**src/rtl/core/positional_list_engine_assert.svh**
```systemverilog
// Assertion macros for the list engine RTL.
`ifndef POSITIONAL_LIST_ENGINE_ASSERT_SVH
`define POSITIONAL_LIST_ENGINE_ASSERT_SVH

// Checks that a property holds at every clock edge outside reset.
`define PLE_ASSERT(label, prop) \
   label: assert property (@(posedge clock) disable iff (reset) (prop)) \
      else $error("list engine assertion failed");

// Checks that a consequent holds in the cycle after its trigger.
`define PLE_ASSERT_NEXT(label, trig, cons) \
   label: assert property (@(posedge clock) disable iff (reset) (trig) |=> (cons)) \
      else $error("list engine assertion failed");

`endif

```
**src/rtl/core/ple_pkg.sv**
```systemverilog
// Types, constants and codes shared by the list engine modules.
`default_nettype none
package ple_pkg;

   localparam int CAPACITY = 64;
   localparam int IDX_W    = $clog2(CAPACITY);
   localparam int CNT_W    = $clog2(CAPACITY + 1);
   localparam int DATA_W   = 32;
   localparam int MODE_W   = 4;
   localparam int GRP_SIZE = 8;
   localparam int GRP_NUM  = CAPACITY / GRP_SIZE;

   typedef enum logic [MODE_W-1:0] {
      MODE_PUSH_FRONT = 4'd0,
      MODE_PUSH_BACK  = 4'd1,
      MODE_INSERT     = 4'd2,
      MODE_POP_FRONT  = 4'd3,
      MODE_POP_BACK   = 4'd4,
      MODE_ERASE      = 4'd5,
      MODE_READ_FRONT = 4'd6,
      MODE_READ_BACK  = 4'd7,
      MODE_READ_INDEX = 4'd8,
      MODE_READ_COUNT = 4'd9
   } mode_type;

   typedef enum logic [1:0] {
      ST_OK    = 2'd0,
      ST_EMPTY = 2'd1,
      ST_FULL  = 2'd2,
      ST_RANGE = 2'd3
   } status_type;

   typedef enum logic [1:0] {
      OP_HOLD   = 2'd0,
      OP_INSERT = 2'd1,
      OP_REMOVE = 2'd2
   } op_type;

   // Command broadcast to every cell of the chain.
   typedef struct packed {
      op_type                   op;
      logic [CNT_W-1:0]         pos;
      logic signed [DATA_W-1:0] value;
      logic                     rd_en;
      logic [CNT_W-1:0]         rd_pos;
   } cmd_type;

endpackage
`default_nettype wire

```
**src/rtl/core/ple_decode.sv**
```systemverilog
// Request decoder: checks a request against the count and builds the cell command.
`default_nettype none
module ple_decode
   import ple_pkg::*;
(
   input  wire logic [MODE_W-1:0]        mode,
   input  wire logic signed [DATA_W-1:0] value,
   input  wire logic [CNT_W-1:0]         position,
   input  wire logic [CNT_W-1:0]         count,
   output cmd_type                       cmd,
   output status_type                    status,
   output logic [CNT_W-1:0]              new_count
);

   logic             full;
   logic             empty;
   logic [CNT_W-1:0] last_pos;

   assign full     = count >= CNT_W'(CAPACITY);
   assign empty    = count == '0;
   assign last_pos = count - CNT_W'(1);

   always_comb begin
      cmd.op     = OP_HOLD;
      cmd.pos    = '0;
      cmd.value  = value;
      cmd.rd_en  = 1'b0;
      cmd.rd_pos = '0;
      status     = ST_OK;
      new_count  = count;
      case (mode)
         MODE_PUSH_FRONT, MODE_PUSH_BACK, MODE_INSERT: begin
            if (full) begin
               status = ST_FULL;
            end else if (mode == MODE_INSERT && position > count) begin
               status = ST_RANGE;
            end else begin
               cmd.op    = OP_INSERT;
               cmd.pos   = (mode == MODE_PUSH_FRONT) ? '0 :
                           (mode == MODE_PUSH_BACK)  ? count : position;
               new_count = count + CNT_W'(1);
            end
         end
         MODE_POP_FRONT, MODE_POP_BACK, MODE_ERASE: begin
            if (empty) begin
               status = ST_EMPTY;
            end else if (mode == MODE_ERASE && position >= count) begin
               status = ST_RANGE;
            end else begin
               cmd.op     = OP_REMOVE;
               cmd.pos    = (mode == MODE_POP_FRONT) ? '0 :
                            (mode == MODE_POP_BACK)  ? last_pos : position;
               cmd.rd_en  = 1'b1;
               cmd.rd_pos = cmd.pos;
               new_count  = last_pos;
            end
         end
         MODE_READ_FRONT, MODE_READ_BACK, MODE_READ_INDEX: begin
            if (empty) begin
               status = ST_EMPTY;
            end else if (mode == MODE_READ_INDEX && position >= count) begin
               status = ST_RANGE;
            end else begin
               cmd.rd_en  = 1'b1;
               cmd.rd_pos = (mode == MODE_READ_FRONT) ? '0 :
                            (mode == MODE_READ_BACK)  ? last_pos : position;
            end
         end
         default: begin
            status = ST_OK;
         end
      endcase
   end

endmodule
`default_nettype wire

```
**config.mk**
```make
export PLATFORM = sky130hd
export DESIGN_NAME = ple_decode
export DESIGN_NICKNAME = d
export VERILOG_FILES = /design/src/rtl/core/positional_list_engine_assert.svh /design/src/rtl/core/ple_pkg.sv /design/src/rtl/core/ple_decode.sv
export SDC_FILE = /design/constraint.sdc
export NUM_CORES = 1
export LEC_CHECK = 0
export ABC_AREA = 1
export BUFFER_PORTS_ARGS = -buffer_cell sky130_fd_sc_hd__buf_2
export CAP_MARGIN = 5
export CORE_MARGIN = 2
export CORE_UTILIZATION = 40
export DETAILED_ROUTE_END_ITERATION = 8
export GPL_ROUTABILITY_DRIVEN = 0
export PLACE_DENSITY = 0.85
export RECOVER_POWER = 25
export SYNTH_ARGS = -nofsm -noshare
export SYNTH_HDL_FRONTEND = slang
export SYNTH_SLANG_ARGS = --single-unit
```
**constraint.sdc**
```tcl
create_clock -name vclk -period 5.09
set_clock_uncertainty 0.1 [all_clocks]
set_input_delay 0.509 -clock vclk [all_inputs]
set_output_delay 0.509 -clock vclk [all_outputs]
set_load 0.005 [all_outputs]
```
==> flow_summary.yaml, run 1 <==
grt:
  use_met3: 0.0154
  busiest_layer: "met2"
  grt_overflow: 0
  antenna_found_initial: 0
  grtUsageMet2: 0.306
  grt_usage: 0.189
  grt_first_pass_wirelength_um: 6710
  grt_pass1_vias: 1601
  grt_max_degree: 15
  met1_usage: 0.242
timing:
  slew_headroom: 0.662
  finalCritPeriodShare: 0.577
  rsz0062_at_grt: "false"
  slew_violations: 0
  period_minus_slack_ps: 2940
  setup_tns_ps: 0
  hold_viol_final: 0
  tightest_slew_ps: 505
  max_freq_mhz: 340
  setup_viol: 0
setup_path:
  crit_path_max_fanout: 6
  critPathKind: "input port to output pin"
  worst_ep_required_time_ps: 4480
  end_kind: "output pin"
  cp-start-kind: "input port"
  worst-endpoint-arrival_ps: 2330
detailed_routing:
  antenna_left: 0
  routedWlPerCell_um: 12.0
  drcViolationCount: 0
  drt_iter0_markers: 174
  dr.pass1.iters: 4
  viasPerCell: 5.25
  wirelength_um: 4030
  num_vias: 1763
placement:
  placedCellCount: 336
  dpl.hpwl_um: 3300
  io_buffers: 44
logic_synthesis:
  netlist_area_mm2: 0.00150
  ys_types: 28
  synthTopCellsByArea: "nand2_1 (23%), buf_4 (16%), nand3_1 (11%), ha_1 (8.3%), o21ai_0 (7.3%)"
  synth.most_common_cell: "nand2_1"
  synthCells: 278
  syn_nets: 338
  yosysTopAreaCellShare: 0.232
  synth_warnings: 0
  postSynthAreaPerCell_um2: 5.41
  synth_seq_area_share: 0
  synth_commonest_cells: "nand2_1 (93), buf_4 (32), nand3_1 (32)"
  yosys.area.top_type: "nand2_1"
final_layout:
  nClkBuffers: 0
  regArea_um2: 0
  area_growth_pct: 1.67
  nNetsFinal: 350
  layout-drive-gt1-share: 0.257
  stdcell_count: 336
  seq_cell_count: 0
  diodes: 0
die:
  die_w_um: 65.3
  coreArea_mm2: 0.00363
  die_y_um: 65.3
  initial_core_util: 0.414
  rows: 22
  pin_count: 108
  dieArea_mm2: 0.00426
clock_network:
  hold_buffers: 0
  cts_setup_buffers: 0
  cts.repair.resized: 0
status:
  status: "finished clean"
worst_hold_path:
  worstHoldStart: "value[2]"
  min_path_cells: 0
  hold_path_class: "input port to output pin"
  hold_end: "cmd[10]"
power:
  p_per_area_mw_per_mm2: 78.7
  leakagePower_nw: 0.919
  ir_drop_uv: 35.5
flow_run:
  drv_cap: 0
[critical path, stage by stage]
cell and delay [ps]:
buf_2 130, inv_1 190, ha_1 280, nand2_1 80, inv_1 50, a21oi_2 160
nand3_2 170, nand2_1 120, nand3_1 140, inv_1 210, nand3_1 110, nand2_1 70
buf_2 110
[cell families (layout without fill, tap and decap cells)]
kind of cell / count (synthesis) / in the layout / synth area share
and+or+nand+nor: 162 / 162 / 0.513
xor gates and xnor gates: 3 / 3 / 0.0175
AOI/OAI and AO/OA: 36 / 36 / 0.134
adders and majority gates: 10 / 10 / 0.0833
buffers and inverters: 67 / 77 / 0.252
[metrics by stage]
| stage | instance area [um2] | worst slack [ps] | util | hold slack (ps) | power (mW) |
|---|---|---|---|---|---|
| 2_1_floorplan | 1500 | 2650 | - | 999 | 0.0962 |
| 3_3_place_gp | 1530 | 2240 | 0.420 | 918 | 0.117 |
| 3_5_place_dp | 1530 | 2190 | 0.420 | 918 | 0.119 |
| 4_1_cts | 1530 | 2180 | 0.420 | 918 | 0.120 |
| 5_1_grt | 1530 | 2000 | 0.420 | 918 | 0.136 |
| 6_report | 1530 | 2150 | 0.420 | 918 | 0.120 |
[cell usage in the layout (no fill, tap or decap), types with 6 or more instances in the layout]
cell type / synthesis / final
nor2_1: 15 / 15
nand2_1: 93 / 93
a21oi_1: 6 / 6
o21ai_0: 22 / 22
ha_1: 10 / 10
inv_1: 21 / 21
nand3_1: 32 / 32
inv_2: 12 / 12
buf_2: 0 / 44
[report_power, final]
group	leakage (nW)	total, mW	switching [mW]	internal [mW]
logic	0.919	0.120	0.0755	0.0447
clock network	0	0	0	0
registers	0	0	0	0
total	0.919	0.120	0.0755	0.0447
[area by class of cell]
cell class | count | area [um2]
Fill cell | 417 | 2110
Inverter | 33 | 124
Multi-Input combinational cell | 211 | 1120
Tap cell | 48 | 60.1
Timing Repair Buffer | 44 | 220
[per-layer routing]
metal | routed length (um) | vias to the layer above
met5 | 0 | -
met4 | 113 | 0
met3 | 412 | 14
met2 | 1790 | 88
met1 | 1710 | 769
li1 | - | 892
[worst max-delay path by stage]
stage | cells past startpoint | slack (ps) | to | startpoint
finish | 13 | 2150 | cmd[0] | count[6]
global route | 13 | 2000 | cmd[2] | count[6]
CTS | 13 | 2180 | cmd[0] | count[6]
detailed placement | 13 | 2190 | cmd[3] | count[6]
global placement | 13 | 2240 | cmd[0] | count[6]
floorplan | 11 | 2650 | cmd[46] | count[6]
Power figures use the tool's default switching activity.
==> run 2: changes to the inputs <==
--- a/config.mk
+++ b/config.mk
@@ -5,14 +5,14 @@
 export SDC_FILE = /design/constraint.sdc
 export NUM_CORES = 1
 export LEC_CHECK = 0
-export ABC_AREA = 1
+export ABC_AREA = 0
 export BUFFER_PORTS_ARGS = -buffer_cell sky130_fd_sc_hd__buf_2
 export CAP_MARGIN = 5
 export CORE_MARGIN = 2
-export CORE_UTILIZATION = 40
+export CORE_UTILIZATION = 39
 export DETAILED_ROUTE_END_ITERATION = 8
 export GPL_ROUTABILITY_DRIVEN = 0
-export PLACE_DENSITY = 0.85
+export PLACE_DENSITY = 0.87
 export RECOVER_POWER = 25
 export SYNTH_ARGS = -nofsm -noshare
 export SYNTH_HDL_FRONTEND = slang
==> constraint.sdc (replaced) <==
create_clock -name vclk -period 2.5
set_clock_uncertainty 0.1 [all_clocks]
set_input_delay 0.25 -clock vclk [all_inputs]
set_output_delay 0.25 -clock vclk [all_outputs]
set_load 0.005 [all_outputs]
==> run 2 against run 1 <==
Effect of this change: first-iteration DRC count shrank 66%; hold slack lost 520 ps; core utilization is 2.8 points higher; routed wire length is 7.0% higher; power is 150% higher; critical path type unchanged.
==> flow_summary.yaml, run 2 <==
logic_synthesis:
  yosysTopAreaCellShare: 0.177
  netlist_area_mm2: 0.00144
  synth.most_common_cell: "buf_4"
  synth_seq_area_share: 0
  ys_types: 56
  postSynthAreaPerCell_um2: 7.15
  synth_warnings: 0
  synth_commonest_cells: "buf_4 (34), nor2_1 (16), nand2_1 (14)"
  syn_nets: 262
  synthTopCellsByArea: "buf_4 (18%), ha_1 (8.7%), mux2i_1 (4.9%), a21oi_1 (4.5%), nor2_1 (4.2%)"
  yosys.area.top_type: "buf_4"
  synthCells: 202
final_layout:
  nNetsFinal: 279
  nClkBuffers: 0
  diodes: 0
  fill_cells: 375
  final_cell_mix: "buf_2 (44), nor2_1 (16), nand2_1 (14)"
  area_growth_pct: 12.0
  seq_cell_count: 0
  regArea_um2: 0
  final_common_cell: "buf_2"
  fin_util: 0.449
  layout-drive-gt1-share: 0.415
placement:
  io_buffers: 44
  dpl.hpwl_um: 3270
  post-place-ws_ps: 16.8
die:
  rows: 22
  die_y_um: 64.8
  pin_count: 108
  dieArea_mm2: 0.00420
  die_w_um: 64.8
  initial_core_util: 0.400
  coreArea_mm2: 0.00361
detailed_routing:
  wirelength_um: 4310
  num_vias: 1517
  drt_iter0_markers: 59
  dr.pass1.iters: 4
  viasPerCell: 5.72
  routedWlPerCell_um: 16.3
  drcViolationCount: 0
  antenna_left: 0
power:
  p_per_area_mw_per_mm2: 185
  leakagePower_nw: 0.695
  ir_drop_uv: 76.7
  fin_total_pwr_mw: 0.299
timing:
  period_minus_slack_ps: 2440
  setup_viol: 0
  finalCritPeriodShare: 0.976
  hold_viol_final: 0
  final.setup.worst_slack_ps: 60.4
  tightest_slew_ps: 552
  slew_violations: 0
  slew_headroom: 0.630
  max_freq_mhz: 410
setup_path:
  worst_ep_required_time_ps: 2150
  end_kind: "output pin"
  cp-start-kind: "input port"
  worst-endpoint-arrival_ps: 2090
  critPathKind: "input port to output pin"
  crit_path_max_fanout: 5
worst_hold_path:
  hold_path_class: "input port to output pin"
  min_path_cells: 0
status:
  status: "finished clean"
grt:
  grt_usage: 0.194
  grt_max_degree: 20
  grt_overflow: 0
  grt_pass1_vias: 1468
  grt_first_pass_wirelength_um: 6840
  antenna_found_initial: 0
flow_run:
  drv_cap: 0
[run 2: where the power goes]
group	switching (mW)	internal [mW]	total (mW)
clock network	0	0	0
logic	0.166	0.133	0.299
registers	0	0	0
[run 2: logic make-up (layout without fill, tap and decap cells)]
group                      after synthesis  in the layout  share of synthesized area
AOI/OAI and AO/OA                       58             58                      0.284
xor gates and xnor gates                 7              7                     0.0425
adders and majority gates               10             10                     0.0867
buffers and inverters                   54             69                      0.249
muxes                                    7              7                     0.0485
and+or+nand+nor                         66             66                      0.289
[run 2: stage by stage]
stage / std cells / hold slack, ps / setup TNS (ps) / cell area (um2)
2_1_floorplan: 202 / 481 / 0 / 1440
6_report: 265 / 400 / 0 / 1620
3_5_place_dp: 262 / 400 / 0 / 1490
3_3_place_gp: 262 / 400 / 0 / 1490
4_1_cts: 262 / 400 / 0 / 1490
5_1_grt: 265 / 400 / -131 / 1620
[run 2: timing repair]
action,CTS,global route
hold buffers,0,0
endpoints found under the setup margin,0,20
gates resized for setup,0,17
endpoints found under the hold margin,0,0
buffers inserted,0,3
[run 2: area by class of cell]
class	count	area (um2)	area share
inverters	10	37.5	0.0232
multi-input cells	148	1180	0.729
well taps	48	60.1	0.0371
repair buffers	59	340	0.210
[run 2: path summary, 6_finish.rpt]
kind	endpoint	startpoint
max	new_count[1]	count[4]
min	cmd[14]	value[6]
[run 2: per-layer routing]
metal	GRT usage	vias up	part of all wire
li1	-	730	-
met1	0.255	716	0.41
met2	0.330	63	0.50
met3	0.0313	8	0.076
met4	0.0426	0	0.010
met5	0	-	0
[run 2: worst max-delay path, cell delays in order]
cell and delay (ps):
buf_2 90, inv_1 90, ha_4 280, nand4_1 160, o21a_1 270, o22ai_4 230, nand2b_4 210, nand3b_4 80
a221o_1 290, buf_2 130
==> run 3: changes to the inputs <==
--- a/config.mk
+++ b/config.mk
@@ -9,10 +9,10 @@
 export BUFFER_PORTS_ARGS = -buffer_cell sky130_fd_sc_hd__buf_2
 export CAP_MARGIN = 5
 export CORE_MARGIN = 2
-export CORE_UTILIZATION = 39
+export CORE_UTILIZATION = 40
 export DETAILED_ROUTE_END_ITERATION = 8
 export GPL_ROUTABILITY_DRIVEN = 0
-export PLACE_DENSITY = 0.87
+export PLACE_DENSITY = 0.86
 export RECOVER_POWER = 25
 export SYNTH_ARGS = -nofsm -noshare
 export SYNTH_HDL_FRONTEND = slang
==> constraint.sdc (replaced) <==
create_clock -name vclk -period 2.3
set_clock_uncertainty 0.1 [all_clocks]
set_input_delay 0.23 -clock vclk [all_inputs]
set_output_delay 0.23 -clock vclk [all_outputs]
set_load 0.005 [all_outputs]
==> run 3 against run 2 <==
Effect of this change: the flow now finishes with violations (negative setup slack); global-route usage is 1.8 points higher; flip-flop and latch count unchanged; combinational power grew 35%; final area increased by 22%; final cell count increased by 6.0%; sequential share of layout area unchanged; die area fell by 2.3%; power rose by 35%; routed wire length increased by 11%; hold slack got worse by 40 ps; via count increased by 8.6%; largest power group unchanged.
==> flow_summary.yaml, run 3 (same netlist as run 2, synthesis figures left out) <==
power:
  p_int_mw: 0.194
  p_seq_frac: 0
  p_sw_frac: 0.521
  netSwitchingPower_mw: 0.211
  power_frac_comb: 1.000
  leakagePower_nw: 0.816
  power_frac_clock: 0
  ir_drop_uv: 86.0
  p_per_area_mw_per_mm2: 206
  fin_total_pwr_mw: 0.405
die:
  die_y_um: 64.1
  die_w_um: 64.1
  dieArea_mm2: 0.00411
  initial_core_util: 0.426
  coreArea_mm2: 0.00339
  rows: 21
  pin_count: 108
detailed_routing:
  drcViolationCount: 0
  viasPerCell: 5.86
  drt_iter0_markers: 93
  num_vias: 1647
  dr.pass1.iters: 4
  routedWlPerCell_um: 17.1
  wirelength_um: 4800
  antenna_left: 0
timing:
  hold_ws_ps: 360
  tightest_slew_ps: 555
  period_minus_slack_ps: 2320
  final.setup.worst_slack_ps: -18.7
  setup_tns_ps: -20.6
  slew_headroom: 0.627
  slew_violations: 0
  max_freq_mhz: 431
  finalCritPeriodShare: 1.01
  rsz0062_at_grt: "true"
  setup_viol: 2
  hold_viol_final: 0
final_layout:
  nNetsFinal: 297
  seq_cell_count: 0
  area_growth_pct: 36.1
  nClkBuffers: 0
  final_cell_mix: "buf_2 (35), buf_4 (29), nor2_1 (15)"
  diodes: 0
  regArea_um2: 0
  final_common_cell: "buf_2"
  final_cell_area_mm2: 0.00197
  layout-drive-gt1-share: 0.536
worst_hold_path:
  worstHoldStart: "value[2]"
  hold_end: "cmd[10]"
  min_path_cells: 0
  hold_path_class: "input port to output pin"
setup_path:
  worst_ep_required_time_ps: 1970
  critical-path-slowest-cell: "a221o_1"
  crit_path_max_fanout: 5
  critPathKind: "input port to output pin"
  worst-endpoint-arrival_ps: 1990
  path_cells: "buf_6, ha_4, nand4_1, o21a_1, o22ai_4, nand2b_4, nand3b_4, a221o_1, buf_2"
  cp-start-kind: "input port"
  cpPeakStageDelay_ps: 300
  end_kind: "output pin"
status:
  violations: "negative setup slack"
  status: "finished with violations"
grt:
  grt_max_degree: 16
  grt_overflow: 0
  grt_usage: 0.211
  grt_first_pass_wirelength_um: 7190
  antenna_found_initial: 0
  grt_pass1_vias: 1530
placement:
  dpl.hpwl_um: 3290
  place_area_mm2: 0.00157
  io_buffers: 44
flow_run:
  drv_cap: 0
==> run 3: cell type report <==
type                            count  area [um2]
Fill cell                         296        1420
Inverter                           10        47.5
Multi-Input combinational cell    148        1320
Tap cell                           46        57.6
Timing Repair Buffer               77         543
==> run 3: power groups by stage <==
| stage | Clock, mW | Combinational (mW) | Sequential, mW |
|---|---|---|---|
| floorplan | 0 | 0.230 | 0 |
| global route | 0 | 0.436 | 0 |
| CTS | 0 | 0.327 | 0 |
| finish | 0 | 0.405 | 0 |
| detailed placement | 0 | 0.298 | 0 |
| global placement | 0 | 0.290 | 0 |
==> run 3: timing repair <==
item	4_1_cts	5_1_grt
endpoints found under the setup margin	14	25
buffers inserted	4	7
endpoints found under the hold margin	0	0
hold buffers	0	0
gates resized for setup	15	47
pin swaps	8	13
==> run 3: worst max path at each step <==
stage	start	endpoint	slack [ps]	depth (start not counted)
6_report	position[6]	new_count[1]	-20	9
3_3_place_gp	position[0]	new_count[1]	-100	11
4_1_cts	position[0]	new_count[1]	-30	11
3_5_place_dp	position[0]	new_count[1]	-130	11
5_1_grt	count[2]	cmd[46]	-130	9
2_1_floorplan	count[3]	new_count[1]	110	9
==> run 3: worst max-delay path: cells and delay by family <==
family,cells,cell delay [ps]
adder cells (fa/ha/maj),1,270
buffers and inverters,2,240
AO/OA/AOI/OAI,3,790
AND/OR/NAND/NOR,3,460
==> run 3: through the flow <==
step | setup slack [ps] | std cells | utilization
after floorplan | 108 | 202 | -
after global placement | -102 | 270 | 0.462
after detailed placement | -132 | 270 | 0.462
after CTS | -31.9 | 274 | 0.493
after global routing | -129 | 281 | 0.580
final | -18.7 | 281 | 0.580
==> run 3: routing by layer <==
| metal | share of wire | track usage | routed length (um) | vias up |
|---|---|---|---|---|
| li1 | - | - | - | 770 |
| met1 | 0.39 | 0.283 | 1890 | 759 |
| met2 | 0.50 | 0.359 | 2390 | 103 |
| met3 | 0.087 | 0.0335 | 417 | 15 |
| met4 | 0.022 | 0.0353 | 104 | 0 |
| met5 | 0 | 0 | 0 | - |
