**src/rtl/core/positional_list_engine_assert.svh**
```systemverilog
// Assertion macros for the list engine RTL.
`ifndef POSITIONAL_LIST_ENGINE_ASSERT_SVH
`define POSITIONAL_LIST_ENGINE_ASSERT_SVH

// Checks that a property holds at every clock edge outside reset.
`define PLE_ASSERT(label, prop) \
   label: assert property (@(posedge clock) disable iff (reset) (prop)) \
      else $error("list engine assertion failed");

// Checks that a consequent holds in the cycle after its trigger.
`define PLE_ASSERT_NEXT(label, trig, cons) \
   label: assert property (@(posedge clock) disable iff (reset) (trig) |=> (cons)) \
      else $error("list engine assertion failed");

`endif

```
**src/rtl/core/ple_pkg.sv**
```systemverilog
// Types, constants and codes shared by the list engine modules.
`default_nettype none
package ple_pkg;

   localparam int CAPACITY = 64;
   localparam int IDX_W    = $clog2(CAPACITY);
   localparam int CNT_W    = $clog2(CAPACITY + 1);
   localparam int DATA_W   = 32;
   localparam int MODE_W   = 4;
   localparam int GRP_SIZE = 8;
   localparam int GRP_NUM  = CAPACITY / GRP_SIZE;

   typedef enum logic [MODE_W-1:0] {
      MODE_PUSH_FRONT = 4'd0,
      MODE_PUSH_BACK  = 4'd1,
      MODE_INSERT     = 4'd2,
      MODE_POP_FRONT  = 4'd3,
      MODE_POP_BACK   = 4'd4,
      MODE_ERASE      = 4'd5,
      MODE_READ_FRONT = 4'd6,
      MODE_READ_BACK  = 4'd7,
      MODE_READ_INDEX = 4'd8,
      MODE_READ_COUNT = 4'd9
   } mode_type;

   typedef enum logic [1:0] {
      ST_OK    = 2'd0,
      ST_EMPTY = 2'd1,
      ST_FULL  = 2'd2,
      ST_RANGE = 2'd3
   } status_type;

   typedef enum logic [1:0] {
      OP_HOLD   = 2'd0,
      OP_INSERT = 2'd1,
      OP_REMOVE = 2'd2
   } op_type;

   // Command broadcast to every cell of the chain.
   typedef struct packed {
      op_type                   op;
      logic [CNT_W-1:0]         pos;
      logic signed [DATA_W-1:0] value;
      logic                     rd_en;
      logic [CNT_W-1:0]         rd_pos;
   } cmd_type;

endpackage
`default_nettype wire

```
**src/rtl/core/ple_cell.sv**
```systemverilog
// One storage cell of the list: holds an entry and shifts with its neighbors.
`default_nettype none
module ple_cell
   import ple_pkg::*;
(
   input  wire logic                     clock,
   input  wire cmd_type                  cmd,
   input  wire logic [IDX_W-1:0]         cell_index,
   input  wire logic signed [DATA_W-1:0] left_value,
   input  wire logic signed [DATA_W-1:0] right_value,
   output logic signed [DATA_W-1:0]      entry_value,
   output logic signed [DATA_W-1:0]      rd_value
);

   logic signed [DATA_W-1:0] entry_ff;
   logic signed [DATA_W-1:0] entry_in;
   logic [CNT_W-1:0]         my_pos;

   assign my_pos = CNT_W'(cell_index);

   always_comb begin
      entry_in = entry_ff;
      case (cmd.op)
         OP_INSERT: begin
            // Cells past the insert point take the entry from below.
            if (my_pos > cmd.pos) begin
               entry_in = left_value;
            end else if (my_pos == cmd.pos) begin
               entry_in = cmd.value;
            end
         end
         OP_REMOVE: begin
            if (my_pos >= cmd.pos) begin
               entry_in = right_value;
            end
         end
         default: begin
            entry_in = entry_ff;
         end
      endcase
   end

   always_ff @(posedge clock) begin
      entry_ff <= entry_in;
   end

   assign entry_value = entry_ff;
   assign rd_value    = (cmd.rd_en && (my_pos == cmd.rd_pos)) ? entry_ff : '0;

endmodule
`default_nettype wire

```
**config.mk**
```make
export PLATFORM = sky130hd
export DESIGN_NAME = ple_cell
export DESIGN_NICKNAME = d
export VERILOG_FILES = /design/src/rtl/core/positional_list_engine_assert.svh /design/src/rtl/core/ple_pkg.sv /design/src/rtl/core/ple_cell.sv
export SDC_FILE = /design/constraint.sdc
export NUM_CORES = 1
export LEC_CHECK = 0
export BUFFER_PORTS_ARGS = -buffer_cell sky130_fd_sc_hd__buf_2
export CORE_MARGIN = 2
export CORE_UTILIZATION = 45
export CTS_BUF_LIST = sky130_fd_sc_hd__clkbuf_2 sky130_fd_sc_hd__clkbuf_4 sky130_fd_sc_hd__clkbuf_8
export CTS_CLUSTER_SIZE = 16
export DETAILED_ROUTE_END_ITERATION = 7
export PLACE_DENSITY_LB_ADDON = 0.3
export SETUP_SLACK_MARGIN = 0.4
export SLEW_MARGIN = 0
export SYNTH_ARGS = -nofsm -noshare
export SYNTH_HDL_FRONTEND = slang
export SYNTH_SLANG_ARGS = --single-unit
```
**constraint.sdc**
```tcl
create_clock -name clock -period 4.29 [get_ports clock]
set_input_delay 1.0725 -clock clock [delete_from_list [all_inputs] [get_ports clock]]
set_output_delay 1.0725 -clock clock [all_outputs]
set_load 0.005 [all_outputs]
```
==> qor.yml, run 1 <==
drc: 0
syn_avg_cell_area_sq_um: 10.96
gp_congestion: 0.7895
max_cap_violations: 0
cts_buffers: 5
gr-max-usage-layer: "met2"
finalSetupViolCount: 0
grt.overflow.total: 0
row_count: 29
cts_tree: "yes"
leakagePower_uw: 0.001651
clkTransAtPathRegs_ns: 0.07
fin_crit_ns: 3.440
synthCells: 269
cts_max_level: 2
crit_chain: "buf_2 -> xnor2_1 -> nand3_1 -> nor4_2 -> buf_4 -> and2_1 -> buf_2"
synth_edf_count: 32
arrival_ns: 2.37
p_total_uw: 866.4
cts_setup_buffers: 0
dieHeight_um: 84.96
cts_max_path_buffers: 2
synth.net_count: 395
antenna_found_initial: 0
design.die.area_sq_um: 7217
ant_nets: 0
synthArstFlopShare: 0
hpwl_um: 6143
drv_slew: 0
worst_pin_slew_ns: 0.7928
cpMostUsedCell: "buf_2"
max_stage_delay_ns: 0.31
rsz0062_at_grt: "false"
worstSetupPathType: "input pin to primary output"
cts.repair.resized: 0
vdd_drop_max_uv: 162.4
cts-root-buf: "clkbuf_8"
finalCritPeriodShare: 0.8019
coreArea_sq_um: 6350
die_w_um: 84.96
yosysUniqueCellTypes: 29
cp.required_ns: 3.22
grtUsageMet2: 0.4254
area_delta_synth_final_pct: 33.26
layout.nets: 561
setup-tns-final_ns: 0
relSlewSlack: 0.4703
mostFrequentLayoutCell: "buf_2"
ys.flop_type: "edfxtp_1"
crit_buf_inv: 3
drt-total-wl_um: 8305
status: "complete, no violations"
cts_sinks: 32
ys_ff_latch: 32
grt_max_degree: 44
wl_per_cell_um: 16.22
met1_usage: 0.2664
portBuffers: 183
antenna_cells: 0
crit_start: "cmd[4]"
largest_reg_flops: 32
min_from: "left_value[28]"
grt_util_met3: 0.03988
timing.fmax_ghz: 0.2907
dr.pass1.iters: 4
layout_common_cells: "183 x buf_2, 33 x nor2_1, 32 x and2_1, 32 x edfxtp_1"
drive_gt1_frac: 0.6023
utilization: 0.6189
crit_family: "simple AND/OR/NAND/NOR gates"
start_util: 0.4644
grtUsageTotal: 0.2287
grt_pass1_vias: 2779
cp-end-kind: "primary output"
drt_iter0_markers: 104
pin_count: 184
hold_buffers: 0
hold_class: "input pin to flip-flop"
hold_violations: 0
grt_pass1_wl_um: 13280
critPathLaunchType: "input pin"
synth.yosys.seq_area_share: 0.3258
worst-path-max-fanout: 32
vias_per_cell: 5.594
worst_path_max_delay_cell: "buf_4"
ys_warn_count: 0
synth_area_sq_um: 2949
vias: 2864
power_density_nw_per_um2: 220.5
## final cells by class
type                            instances  area, sq um
Fill cell                             546         2420
Multi-Input combinational cell        200         1793
Timing Repair Buffer                  190        980.9
Sequential cell                        32        960.9
Tap cell                               77        96.34
Clock buffer                            5        68.82
Inverter                                6        22.52
Clock inverter                          2        7.507
## cells in the mapped netlist (3+ instances only)
cell type	number	area share
edfxtp_1	32	0.33
nand3_1	3	0.0051
a211oi_2	30	0.13
nand2b_1	9	0.019
o2bb2ai_1	25	0.074
o31ai_1	7	0.018
ha_1	6	0.025
nor2_1	33	0.042
a21oi_1	3	0.0051
buf_2	12	0.020
and2_1	32	0.068
buf_6	9	0.034
a211oi_1	3	0.0076
inv_1	6	0.0076
clkbuf_1	10	0.013
xnor2_1	4	0.012
a2111oi_2	30	0.15
## per-stage QoR
step           std cells  worst slack [ns]  area [sq um]  hold slack, ns
6_report             512            0.8497          3930           1.167
5_1_grt              512            0.6810          3930           1.169
4_1_cts              512            0.8255          3930           1.165
3_5_place_dp         505            0.8329          3854           1.458
3_3_place_gp         505            0.8959          3854           1.455
2_1_floorplan        269            0.5818          2949           1.346
## routing by layer
layer  wire length (um)  share of wire
met1               3201           0.39
met3                569          0.069
met5                  0              0
met4                104          0.013
met2               4429           0.53
## worst paths after layout
path                                         to  slack (ns)  depth (start not counted)
worst max-delay path                rd_value[4]        0.85                          7
worst min-delay path  entry_value[28]$_DFFE_PP_        1.17                          3
## report_power, final
part	leakage, uW	switching, uW	total, uW	internal [uW]
combinational	0.00131	138	264	126
sequential	0.000301	10.2	388	378
clock	0.0000391	108	215	107
total	0.00165	255	866	611
## cells by family (layout without fill, tap and decap cells)
| kind of cell | after synthesis | after routing | synth area share |
|---|---|---|---|
| adder cells (fa/ha/maj) | 6 | 6 | 0.02546 |
| buffers and inverters | 37 | 203 | 0.07510 |
| flip-flops | 32 | 32 | 0.3258 |
| AND/OR/NAND/NOR | 86 | 86 | 0.1570 |
| AO/OA/AOI/OAI | 102 | 102 | 0.3988 |
| XOR/XNOR | 6 | 6 | 0.01782 |
## worst min-delay path, delay by kind of cell
kind,cells,cell delay [ns]
buffers and inverters,1,0.08
AOI/OAI and AO/OA,2,0.17
(Power assumes the default switching activity.)
==> run 2, diff against run 1 <==
--- a/config.mk
+++ b/config.mk
@@ -5,9 +5,10 @@
 export SDC_FILE = /design/constraint.sdc
 export NUM_CORES = 1
 export LEC_CHECK = 0
+export ABC_AREA = 1
 export BUFFER_PORTS_ARGS = -buffer_cell sky130_fd_sc_hd__buf_2
 export CORE_MARGIN = 2
-export CORE_UTILIZATION = 45
+export CORE_UTILIZATION = 42
 export CTS_BUF_LIST = sky130_fd_sc_hd__clkbuf_2 sky130_fd_sc_hd__clkbuf_4 sky130_fd_sc_hd__clkbuf_8
 export CTS_CLUSTER_SIZE = 16
 export DETAILED_ROUTE_END_ITERATION = 7
==> constraint.sdc (replaced) <==
create_clock -name clock -period 3.4 [get_ports clock]
set_input_delay 0.85 -clock clock [delete_from_list [all_inputs] [get_ports clock]]
set_output_delay 0.85 -clock clock [all_outputs]
set_load 0.005 [all_outputs]
==> run 2 against run 1 <==
Against the previous run: sequential power increased by 28%; area after synthesis shrank 14%; clock power rose by 29%; final area shrank 8.4%; global-route usage fell by 1.0 points; utilization shrank 0.71 points; clock-buffer cell count is 1 higher; worst hold slack lost 0.33 ns; critical path type unchanged; critical endpoint is now rd_value[14]; largest cell class unchanged; highest routed layer unchanged.
==> qor.yml, run 2 <==
synth.yosys.seq_area_share: 0.3800  # +0.05417
ys.flop_type: "edfxtp_1"
cp-end-kind: "primary output"
hold_violations: 0  # unchanged
worstSetupPathType: "input pin to primary output"
layout.nets: 705  # +26%
hold_buffers: 0  # unchanged
max_cap_violations: 0  # unchanged
grt_pass1_wl_um: 11200  # -16%
synth.net_count: 523  # +32%
drv_slew: 0  # unchanged
worst-path-max-fanout: 19  # -41%
vias_per_cell: 4.546  # -19%
clkTransAtPathRegs_ns: 0.06  # about the same
utilization: 0.6118  # -0.007096
timing.fmax_ghz: 0.3725
pin_count: 184  # unchanged
synthArstFlopShare: 0  # unchanged
vdd_drop_max_uv: 168.8  # +3.9%
cts-root-buf: "clkbuf_8"
fin_crit_ns: 2.684
antenna_cells: 0  # unchanged
synthCells: 397  # +48%
cts_buffers: 5  # unchanged
ant_nets: 0  # unchanged
row_count: 28  # -3.4%
cts.repair.resized: 0  # unchanged
grtUsageTotal: 0.2187  # -0.01007
hold_class: "input pin to flip-flop"
leakagePower_uw: 0.002370  # +44%
finalSetupViolCount: 0  # unchanged
grt_pass1_vias: 2602  # -6.4%
grt.overflow.total: 0  # unchanged
die_w_um: 81.59  # -4.0%
dr.pass1.iters: 4  # unchanged
cts_setup_buffers: 0  # unchanged
drive_gt1_frac: 0.3523  # -0.2500
mostFrequentLayoutCell: "buf_2"
syn_avg_cell_area_sq_um: 6.369  # -42%
design.die.area_sq_um: 6657  # -7.8%
multi_input_area_sq_um: 1042  # -42%
synth_area_sq_um: 2529  # -14%
gp_congestion: 0.8203  # +3.9%
power_density_nw_per_um2: 295.5  # +34%
p_total_uw: 1064  # +23%
synth_edf_count: 32  # unchanged
grt_max_degree: 33  # -25%
relSlewSlack: 0.7180  # +0.2477
dieHeight_um: 81.59  # -4.0%
yosysTopAreaCellShare: 0.3800  # +0.05417
largest_reg_flops: 32  # unchanged
cp.required_ns: 2.55  # -0.67 ns
yosys-top-cells-area: "edfxtp_1 38%, inv_1 17%, nand2_1 16%"
antenna_found_initial: 0  # unchanged
ys_warn_count: 0  # unchanged
start_util: 0.4296  # -0.03480
arrival_ns: 1.83  # -0.54 ns
ys_ff_latch: 32  # unchanged
vias: 2973  # +3.8%
setup-tns-final_ns: 0  # unchanged
portBuffers: 183  # unchanged
hpwl_um: 5850  # -4.8%
wl_per_cell_um: 11.32  # -30%
rsz0062_at_grt: "false"
yosysMostFrequentCell: "inv_1"
drt-total-wl_um: 7402  # -11%
cts_sinks: 32  # unchanged
drc: 0  # unchanged
yosysTopAreaCell: "edfxtp_1"
cts_max_level: 2  # unchanged
coreArea_sq_um: 5886  # -7.3%
ff_latch_area_sq_um: 960.9  # unchanged
critPathLaunchType: "input pin"
synth_common_cells: "115 x inv_1, 109 x nand2_1, 66 x nand3_1"
worst_pin_slew_ns: 0.4229  # -0.3698 ns
fillers: 578  # +5.9%
area_delta_synth_final_pct: 42.40
drt_iter0_markers: 160  # +54%
cts_max_path_buffers: 2  # unchanged
finalCritPeriodShare: 0.7895
status: "complete, no violations"
yosysUniqueCellTypes: 19  # -34%
layout_common_cells: "183 x buf_2, 115 x inv_1, 109 x nand2_1"
cts_tree: "yes"
==> run 2: changes by cell type in the layout (fill, tap and decap cells not counted), moves of 30 or more <==
cell	before	now
nand2_1	0	109
and2_1	32	0
nand3_1	3	66
a211oi_2	30	0
inv_1	6	115
a2111oi_2	30	0
==> run 2: final timing paths <==
check | startpoint | end | cells past startpoint | slack, ns
max | cell_index[0] | rd_value[14] | 8 | 0.72
min | right_value[5] | entry_value[5]$_DFFE_PP_ | 3 | 0.84
==> run 2: kinds of logic after synthesis <==
family | share of synthesized area
AOI/OAI and AO/OA | 0.01286
xor gates and xnor gates | 0.003464
adders and majority gates | 0.02969
buffers and inverters | 0.2078
DFF | 0.3800
and+or+nand+nor | 0.3662
==> run 2: through the flow <==
step | worst slack (ns) | cells | instance area [sq um] | hold slack [ns]
2_1_floorplan | 0.4939 | 397 | 2529 | 1.036
3_3_place_gp | 0.7186 | 647 | 3520 | 1.123
3_5_place_dp | 0.6650 | 647 | 3520 | 1.126
4_1_cts | 0.6968 | 654 | 3601 | 0.8350
5_1_grt | 0.5536 | 654 | 3601 | 0.8345
6_report | 0.7156 | 654 | 3601 | 0.8404
==> run 2: cell type report <==
class,instances,area share
multi-input cells,232,0.2894
repair buffers,193,0.2752
flip-flops and latches,32,0.2669
inverters,115,0.1199
well taps,75,0.02606
clock buffers,6,0.02120
clock inverters,1,0.001390
==> run 2: power breakdown <==
part | switching [uW] | internal (uW) | leakage (uW)
clock | 132 | 147 | 0.0000445
combinational | 158 | 131 | 0.00203
sequential | 16.1 | 480 | 0.000290
==> run 2: layer usage <==
layer / track usage / share of wire / up-vias
li1: - / - / 1540
met1: 0.2553 / 0.41 / 1292
met2: 0.4033 / 0.51 / 135
met3: 0.04615 / 0.077 / 6
met4: 0.06000 / 0.0099 / 0
met5: 0 / 0 / -
==> run 2: worst max-delay path, stage by stage <==
cell and delay [ns]:
buf_2 0.09, inv_1 0.09, o22ai_1 0.09, nor3_1 0.16, nand2_1 0.10, buf_4 0.21
nor2_1 0.11, buf_2 0.12
==> run 3, diff against run 2 <==
--- a/config.mk
+++ b/config.mk
@@ -8,7 +8,7 @@
 export ABC_AREA = 1
 export BUFFER_PORTS_ARGS = -buffer_cell sky130_fd_sc_hd__buf_2
 export CORE_MARGIN = 2
-export CORE_UTILIZATION = 42
+export CORE_UTILIZATION = 38
 export CTS_BUF_LIST = sky130_fd_sc_hd__clkbuf_2 sky130_fd_sc_hd__clkbuf_4 sky130_fd_sc_hd__clkbuf_8
 export CTS_CLUSTER_SIZE = 16
 export DETAILED_ROUTE_END_ITERATION = 7
==> constraint.sdc (replaced) <==
create_clock -name clock -period 2.3 [get_ports clock]
set_input_delay 0.575 -clock clock [delete_from_list [all_inputs] [get_ports clock]]
set_output_delay 0.575 -clock clock [all_outputs]
set_load 0.005 [all_outputs]
==> run 3 against run 2 <==
Against the previous run: sequential power rose by 48%; worst setup slack got worse by 0.57 ns; critical endpoint is now rd_value[11]; critical path type unchanged; sequential cell count did not move; largest power group unchanged; utilization rose by 7.2 points; combinational power rose by 110%; total power rose by 65%; highest routed layer unchanged.
==> qor.yml, run 3 (same netlist as run 2, synthesis figures left out) <==
hpwl_um: 5822  # -0.47%
grt_pass1_wl_um: 12410  # +11%
cts_max_path_buffers: 2  # unchanged
worst_pin_slew_ns: 0.4445  # +0.02160 ns
largest_reg_flops: 32  # unchanged
fin_area_sq_um: 4365  # +21%
fin_crit_ns: 2.152
wl_per_cell_um: 13.20  # +17%
cts_max_level: 2  # unchanged
cts_tree: "yes"
grt.overflow.total: 0  # unchanged
layout.nets: 718  # +1.8%
whs_path_depth: 3  # unchanged
fin_cells: 669  # +2.3%
relSlewSlack: 0.7037  # -0.01440
power_density_nw_per_um2: 402.7  # +36%
worst-path-max-fanout: 6  # -13
design.die.area_sq_um: 7323  # +10%
drt-total-wl_um: 8830  # +19%
drive_gt1_frac: 0.4983  # +0.1460
row_count: 29  # +3.6%
cts-root-buf: "clkbuf_8"
utilization: 0.6836  # +0.07176
grtUsageTotal: 0.2116  # -0.007039
status: "complete, no violations"
hold_violations: 0  # unchanged
coreArea_sq_um: 6386  # +8.5%
timing.final.ws_setup_ns: 0.1476  # -0.5680 ns
hold_class: "input pin to flip-flop"
vdd_drop_max_uv: 270.3  # +60%
vias: 3155  # +6.1%
area_delta_synth_final_pct: 72.64
finalSetupViolCount: 0  # unchanged
dieHeight_um: 85.58  # +4.9%
ant_nets: 0  # unchanged
cp.required_ns: 1.73  # -0.82 ns
min_from: "right_value[9]"
rsz0062_at_grt: "true"
critPathLaunchType: "input pin"
max_cap_violations: 0  # unchanged
timing.fmax_ghz: 0.4646
cts_buffers: 5  # unchanged
mostFrequentLayoutCell: "buf_2"
dpl_worst_slack_ns: 0.09738  # -0.5676 ns
portBuffers: 183  # unchanged
dp_cells: 651  # +0.62%
cp-end-kind: "primary output"
arrival_ns: 1.58  # -0.25 ns
hold_buffers: 0  # unchanged
start_util: 0.3960  # -0.03367
antenna_cells: 0  # unchanged
leakagePower_uw: 0.002593  # +9.4%
worstSetupPathType: "input pin to primary output"
gp_congestion: 0.8871  # +8.1%
placed_cell_area_sq_um: 3638  # +3.4%
drv_slew: 0  # unchanged
grt_pass1_vias: 2828  # +8.7%
vias_per_cell: 4.716  # +3.7%
grt_max_degree: 33  # unchanged
antenna_found_initial: 0  # unchanged
drc: 0  # unchanged
die_w_um: 85.58  # +4.9%
setup-tns-final_ns: 0  # unchanged
finalCritPeriodShare: 0.9358
holdPathEnd: "entry_value[9]$_DFFE_PP_"
cts_sinks: 32  # unchanged
drt_iter0_markers: 155  # -3.1%
dr.pass1.iters: 4  # unchanged
layout_common_cells: "173 x buf_2, 106 x inv_1, 104 x nand2_1"
fillers: 525  # -9.2%
clkTransAtPathRegs_ns: 0.07  # about the same
pin_count: 184  # unchanged
run 3: worst max-delay path, stage by stage:
cell and delay, ns:
buf_2 0.12, nand2_1 0.07, nand4_1 0.11, nor2_2 0.17
nand2_4 0.13, clkbuf_16 0.20, nor2_1 0.09, buf_2 0.11
run 3: where the power goes:
group          switching (uW)  internal [uW]  leakage (uW)
clock                     201            217     0.0000445
combinational             311            296       0.00226
sequential               23.2            709      0.000290
run 3: final cells by class:
type	count	area (sq um)	area share
flip-flops and latches	32	960.9	0.2201
clock buffers	6	76.32	0.01748
clock inverters	1	5.005	0.001146
multi-input cells	232	1453	0.3328
repair buffers	206	1321	0.3027
well taps	77	96.34	0.02207
inverters	115	452.9	0.1038
run 3: worst max path at each step:
stage / endpoint / from / depth (start not counted)
CTS: rd_value[9] / cell_index[0] / 9
finish: rd_value[11] / cell_index[1] / 8
global route: rd_value[13] / cmd[7] / 9
floorplan: entry_value[0]$_DFFE_PP_ / cmd[44] / 9
detailed placement: entry_value[14]$_DFFE_PP_ / cmd[44] / 11
global placement: entry_value[23]$_DFFE_PP_ / cmd[44] / 11
run 3: metal layers:
metal	part of all wire	up-vias	track usage
met5	0	-	0
met1	0.36	1408	0.2389
met2	0.55	162	0.4063
met3	0.073	15	0.03369
met4	0.018	0	0.06205
li1	-	1570	-
run 3: stage by stage:
| stage | hold slack (ns) | power (uW) |
|---|---|---|
| 2_1_floorplan | 0.7609 | 989.7 |
| 3_3_place_gp | 0.8459 | 1198 |
| 3_5_place_dp | 0.8517 | 1210 |
| 4_1_cts | 0.5525 | 1663 |
| 5_1_grt | 0.5542 | 1864 |
| 6_report | 0.5562 | 1758 |
run 3: timing repair:
item / in CTS / in global routing
buffers inserted: 1 / 3
setup endpoints to repair: 35 / 96
pin swaps: 5 / 44
gates cloned: 3 / 4
gates resized for setup: 20 / 100
